===== config.mk =====
export PLATFORM = sky130hd
export DESIGN_NAME = ptwbb_ctrl
export DESIGN_NICKNAME = d
export VERILOG_FILES = /design/src/hdl/ptwbb_pkg.sv /design/src/hdl/ptwbb_ctrl.sv
export VERILOG_INCLUDE_DIRS = /design/src /design/src/hdl
export SDC_FILE = /design/constraint.sdc
export NUM_CORES = 1
export LEC_CHECK = 0
export ABC_AREA = 1
export ABC_CLOCK_PERIOD_IN_PS = 1100
export BUFFER_PORTS_ARGS = -buffer_cell sky130_fd_sc_hd__clkbuf_2
export CAP_MARGIN = 40
export CORE_MARGIN = 4
export CORE_UTILIZATION = 43
export DETAILED_ROUTE_END_ITERATION = 12
export PLACE_DENSITY = 0.71
export SLEW_MARGIN = 40
export SYNTH_ARGS = -nofsm -noshare
export SYNTH_HDL_FRONTEND = slang
export SYNTH_SLANG_ARGS = --single-unit
export TNS_END_PERCENT = 50

===== constraint.sdc =====
create_clock -name clock -period 1.1 [get_ports clock]
set_input_delay 0.275 -clock clock [delete_from_list [all_inputs] [get_ports clock]]
set_output_delay 0.275 -clock clock [all_outputs]
set_load 0.03 [all_outputs]

===== src/hdl/per_type_window_byte_budget_macros.svh =====
// assertion macros shared by the budget filter modules
`ifndef PER_TYPE_WINDOW_BYTE_BUDGET_MACROS_SVH
`define PER_TYPE_WINDOW_BYTE_BUDGET_MACROS_SVH

`ifndef NO_ASSERTIONS
// same-cycle implication, disabled during reset
`define PTWBB_ASSERT_NOW(label, clk, rst, ante, cons, msg) \
   label: assert property (@(posedge clk) disable iff (rst) (ante) |-> (cons)) \
      else $error(msg);
// next-cycle implication, disabled during reset
`define PTWBB_ASSERT_NEXT(label, clk, rst, ante, cons, msg) \
   label: assert property (@(posedge clk) disable iff (rst) (ante) |=> (cons)) \
      else $error(msg);
`else
`define PTWBB_ASSERT_NOW(label, clk, rst, ante, cons, msg)
`define PTWBB_ASSERT_NEXT(label, clk, rst, ante, cons, msg)
`endif

`endif


===== src/hdl/ptwbb_pkg.sv =====
`default_nettype none

package ptwbb_pkg;

   // table geometry
   localparam int TYPE_SLOTS = 1024;
   localparam int SLOT_BITS  = $clog2(TYPE_SLOTS);
   localparam logic [SLOT_BITS-1:0] SLOT_LAST = SLOT_BITS'(TYPE_SLOTS - 1);

   // register indexes
   localparam int CSR_IDX_BITS = 2;
   localparam logic [CSR_IDX_BITS-1:0] CSR_WINDOW_BUDGET = 2'd0;
   localparam logic [CSR_IDX_BITS-1:0] CSR_HEADER_BYTES  = 2'd1;
   localparam logic [CSR_IDX_BITS-1:0] CSR_MAX_TYPE      = 2'd2;
   localparam int CSR_DATA_BITS = 16;

   // register reset values
   localparam logic [15:0] WINDOW_BUDGET_RST = 16'd2048;
   localparam logic [7:0]  HEADER_BYTES_RST  = 8'd12;
   localparam logic [9:0]  MAX_TYPE_RST      = 10'd1023;

   localparam logic [31:0] COUNT_MAX = 32'hFFFF_FFFF;

   // one table entry
   typedef struct packed {
      logic        valid;
      logic [15:0] budget;
      logic [31:0] wtime;
      logic [31:0] count;
   } entry_type;

   localparam int ENTRY_BITS = $bits(entry_type);

   // controller to datapath commands
   typedef struct packed {
      logic                 accept;
      logic                 commit;
      logic                 clear;
      logic [SLOT_BITS-1:0] clear_addr;
   } cmd_type;

   // datapath to controller status
   typedef struct packed {
      logic out_free;
   } stat_type;

endpackage

`default_nettype wire


===== src/hdl/ptwbb_ctrl.sv =====
`default_nettype none
`include "per_type_window_byte_budget_macros.svh"

module ptwbb_ctrl
   import ptwbb_pkg::*;
(
   input  wire logic     clock,
   input  wire logic     reset,
   input  wire logic     req_valid,
   output      logic     req_ready,
   input  wire stat_type stat,
   output      cmd_type  cmd
);

   typedef enum logic [1:0] {
      ST_CLEAR,
      ST_IDLE,
      ST_LOOK
   } state_type;

   state_type            state_ff, state_in;
   logic [SLOT_BITS-1:0] clr_cnt_ff, clr_cnt_in;

   // next state
   always_comb begin
      state_in   = state_ff;
      clr_cnt_in = clr_cnt_ff;
      case (state_ff)
         ST_CLEAR: begin
            clr_cnt_in = clr_cnt_ff + 1'b1;
            if (clr_cnt_ff == SLOT_LAST) begin
               state_in = ST_IDLE;
            end
         end
         ST_IDLE: begin
            if (req_valid) begin
               state_in = ST_LOOK;
            end
         end
         ST_LOOK: begin
            if (stat.out_free) begin
               state_in = ST_IDLE;
            end
         end
         default: state_in = ST_CLEAR;
      endcase
   end

   always_ff @(posedge clock) begin
      if (reset) begin
         state_ff   <= ST_CLEAR;
         clr_cnt_ff <= '0;
      end else begin
         state_ff   <= state_in;
         clr_cnt_ff <= clr_cnt_in;
      end
   end

   // command decode
   assign req_ready      = (state_ff == ST_IDLE);
   assign cmd.accept     = (state_ff == ST_IDLE) && req_valid;
   assign cmd.commit     = (state_ff == ST_LOOK) && stat.out_free;
   assign cmd.clear      = (state_ff == ST_CLEAR);
   assign cmd.clear_addr = clr_cnt_ff;

   `PTWBB_ASSERT_NEXT(a_clear_ends, clock, reset,
      (state_ff == ST_CLEAR) && (clr_cnt_ff == SLOT_LAST), state_ff == ST_IDLE,
      "table clear did not hand over to idle")
   `PTWBB_ASSERT_NEXT(a_look_follows_accept, clock, reset,
      cmd.accept, state_ff == ST_LOOK && !req_ready,
      "accepted transaction not followed by table lookup")

endmodule

`default_nettype wire


==> impl_metrics.tcl <==
set metrics [dict create \
    yosysTopAreaCellShare_pct 39.6 \
    seqPwrFrac_pct 50.8 \
    finalSetupViolCount 13 \
    reg2regPathDepth 8 \
    synth_area_um2 607 \
    synth_cell_types 17 \
    grt_pass1_vias 626 \
    synth_nets 92 \
    num_io_pins 18 \
    finalWorstSetupSlack_ns -0.195 \
    hold_end "state_ff[1]" \
    hp-class "in -> reg" \
    fin_worst_skew_ns 0.00476 \
    power_density_nw_per_um2 838 \
    ctsLongestPathBuffers 2 \
    antenna_found_initial 0 \
    postPlaceCellArea_um2 759 \
    fin_area_um2 1040 \
    grt_pass1_wl_um 2610 \
    hold_start "reset" \
    grt_util_all_layers_pct 17.6 \
    worstPathRequired_ns 0.82 \
    clk_latency_ns 0.27 \
    drt_iter0_drc 16 \
    p_int_uw 647 \
    clkTransAtPathRegs_ns 0.07 \
    r2r_end "clr_cnt_ff[7]" \
    synthTopCellsByArea "dfxtp_1, nand2_1, nor2_1" \
    fin_crit_sh_pct 118 \
    yosysSeqAreaShare_pct 39.6 \
    synth_area_leader_cell "dfxtp_1" \
    grt_max_degree 10 \
    rsz0062_at_grt "true" \
    syn_to_final_growth_pct 72.2 \
    wl_per_cell_um 12.8 \
    relSlewSlack_pct 82.8 \
    end_kind "output port" \
    leakage_uw 0.000456 \
    crit_arrival_ns 1.02 \
    async_reset_ff_share_pct 0 \
    crit_start "state_ff[0]" \
    p_clk_share_pct 31.5 \
    synthFlopType "dfxtp_1" \
    synth_commonest_cells "nand2_1, nor2_1, dfxtp_1, inv_1, nand3_1" \
    outcome "finished, violations left" \
    numClockSinks 12 \
    antenna_cells 0 \
    final_max_slew_viol_count 0 \
    rr_startpoint "state_ff[0]" \
    synth-edff-count 0 \
    worst_pin_slew_ns 0.257 \
    cp_max_fo 3 \
    drv_cap 0 \
    syn_area_per_cell_um2 6.98 \
    firstDrtPassIters 4 \
    reg2reg_slack_ns -0.18 \
    synth_most_common_cell "nand2_1" \
    grt_overflow_total 0 \
    ant_nets 0 \
    drc 0 \
    hpwl_um 1070 \
    start_util_pct 46.1 \
    die_x_um 45.6 \
    ir_worst_vdd_v 0.000806 \
    ys_seq_elements 12 \
    yosys_warnings 0 \
    gp_routability_congestion 0.766 \
    drive_gt1_share_pct 51.2 \
    vias 690 \
    holdPathStages 2 \
    tritoncts "yes" \
    die_h_um 45.6 \
    core_area_um2 1320 \
    viasPerCell 5.07 \
    row_count 13 \
    stdcell_count 136 \
    fmax_mhz 772 \
    cts_buffers 3 \
    switching_share_pct 26.1 \
    hold_viol 0 \
    drt-total-wl_um 1740 \
    p_switching_uw 228 \
    cts_root_buffer "clkbuf_4" \
    synth_cells 87 \
    critPathKind "reg -> out" \
    placedCellCount 122 \
    worst_setup_path_start_kind "register" \
    numPortBuffers 17 \
    violations "setup timing" \
    postLayoutCoreUtil_pct 79.3 \
    nets 127 \
    htreeDepth 1 \
    die-area_um2 2080 \
    min_period_ns 1.29 \
    power.share.combinational_pct 17.7 \
]
critical path: stages (launching register included):
cell,delay (ns)
dfxtp_2,0.35
inv_2,0.06
nor2_4,0.10
nand2_2,0.07
inv_2,0.06
buf_8,0.11
worst max-delay path by stage:
stage	endpoint	slack, ns
2_1_floorplan	clr_cnt_ff[8]	-0.08
3_3_place_gp	clr_cnt_ff[9]	-0.002
3_5_place_dp	clr_cnt_ff[9]	-0.05
4_1_cts	cmd[12]	-0.20
5_1_grt	cmd[12]	-0.25
6_report	cmd[12]	-0.19
layout by cell type (no fill, tap or decap), drive strengths merged:
| master | synthesis | routed |
|---|---|---|
| clkbuf | 0 | 12 |
| ha | 1 | 1 |
| inv | 12 | 12 |
| clkinv | 1 | 2 |
| nand2 | 20 | 20 |
| dfxtp | 12 | 12 |
| nand3b | 1 | 1 |
| buf | 0 | 21 |
| nor3 | 1 | 1 |
| nor2 | 19 | 19 |
| a21oi | 6 | 6 |
| o21a | 1 | 1 |
| nand3 | 8 | 8 |
| o21ai | 2 | 2 |
| nand4 | 3 | 3 |
through the flow:
| stage | hold slack (ns) | total power [µW] | worst slack, ns | setup TNS (ns) |
|---|---|---|---|---|
| 4_1_cts | 0.209 | 878 | -0.195 | -1.61 |
| 3_5_place_dp | 0.453 | 561 | -0.0533 | -0.156 |
| 6_report | 0.232 | 876 | -0.195 | -1.57 |
| 3_3_place_gp | 0.445 | 559 | -0.00183 | -0.00301 |
| 5_1_grt | 0.234 | 913 | -0.247 | -2.37 |
| 2_1_floorplan | 0.337 | 524 | -0.0811 | -0.397 |
layout make-up:
cell class              count  area (µm²)
flip-flops and latches     12         269
clock buffers               3        22.5
clock inverters             1        3.75
fillers                    88         273
multi-input cells          62         350
repair buffers             30         332
well taps                  15        18.8
inverters                  13        48.8
power groups by stage:
stage               clock network (µW)  registers [µW]  logic (µW)
floorplan                            0             489        35.8
global placement                     0             464        94.8
detailed placement                   0             465        96.4
CTS                                288             447         143
global route                       298             448         168
finish                             276             445         155
cells by family after synthesis:
| logic type | share of synthesized area, % |
|---|---|
| adder cells (fa/ha/maj) | 2.06 |
| AND/OR/NAND/NOR | 42.5 |
| AO/OA/AOI/OAI | 7.84 |
| buffers and inverters | 8.04 |
| flip-flops | 39.6 |
flip-flops by register name, summed over array words and instances (netlist names):
name	flops
state_ff	2
clr_cnt_ff	10
repair_timing:
action                     4_1_cts  5_1_grt
buffers inserted                 7        3
gates resized for setup         40       14
hold buffers                     0        0
setup endpoints to repair       20       20
pin swaps                        4        2
metal layers:
layer	up-vias	wire, µm	share of wire (%)	GRT usage [%]
li1	348	-	-	-
met1	305	740	43	21.5
met5	-	0	0	0
met3	11	111	6.4	5.53
met4	0	66	3.8	13.5
met2	26	818	47	25.3
Power figures use the tool's default switching activity.
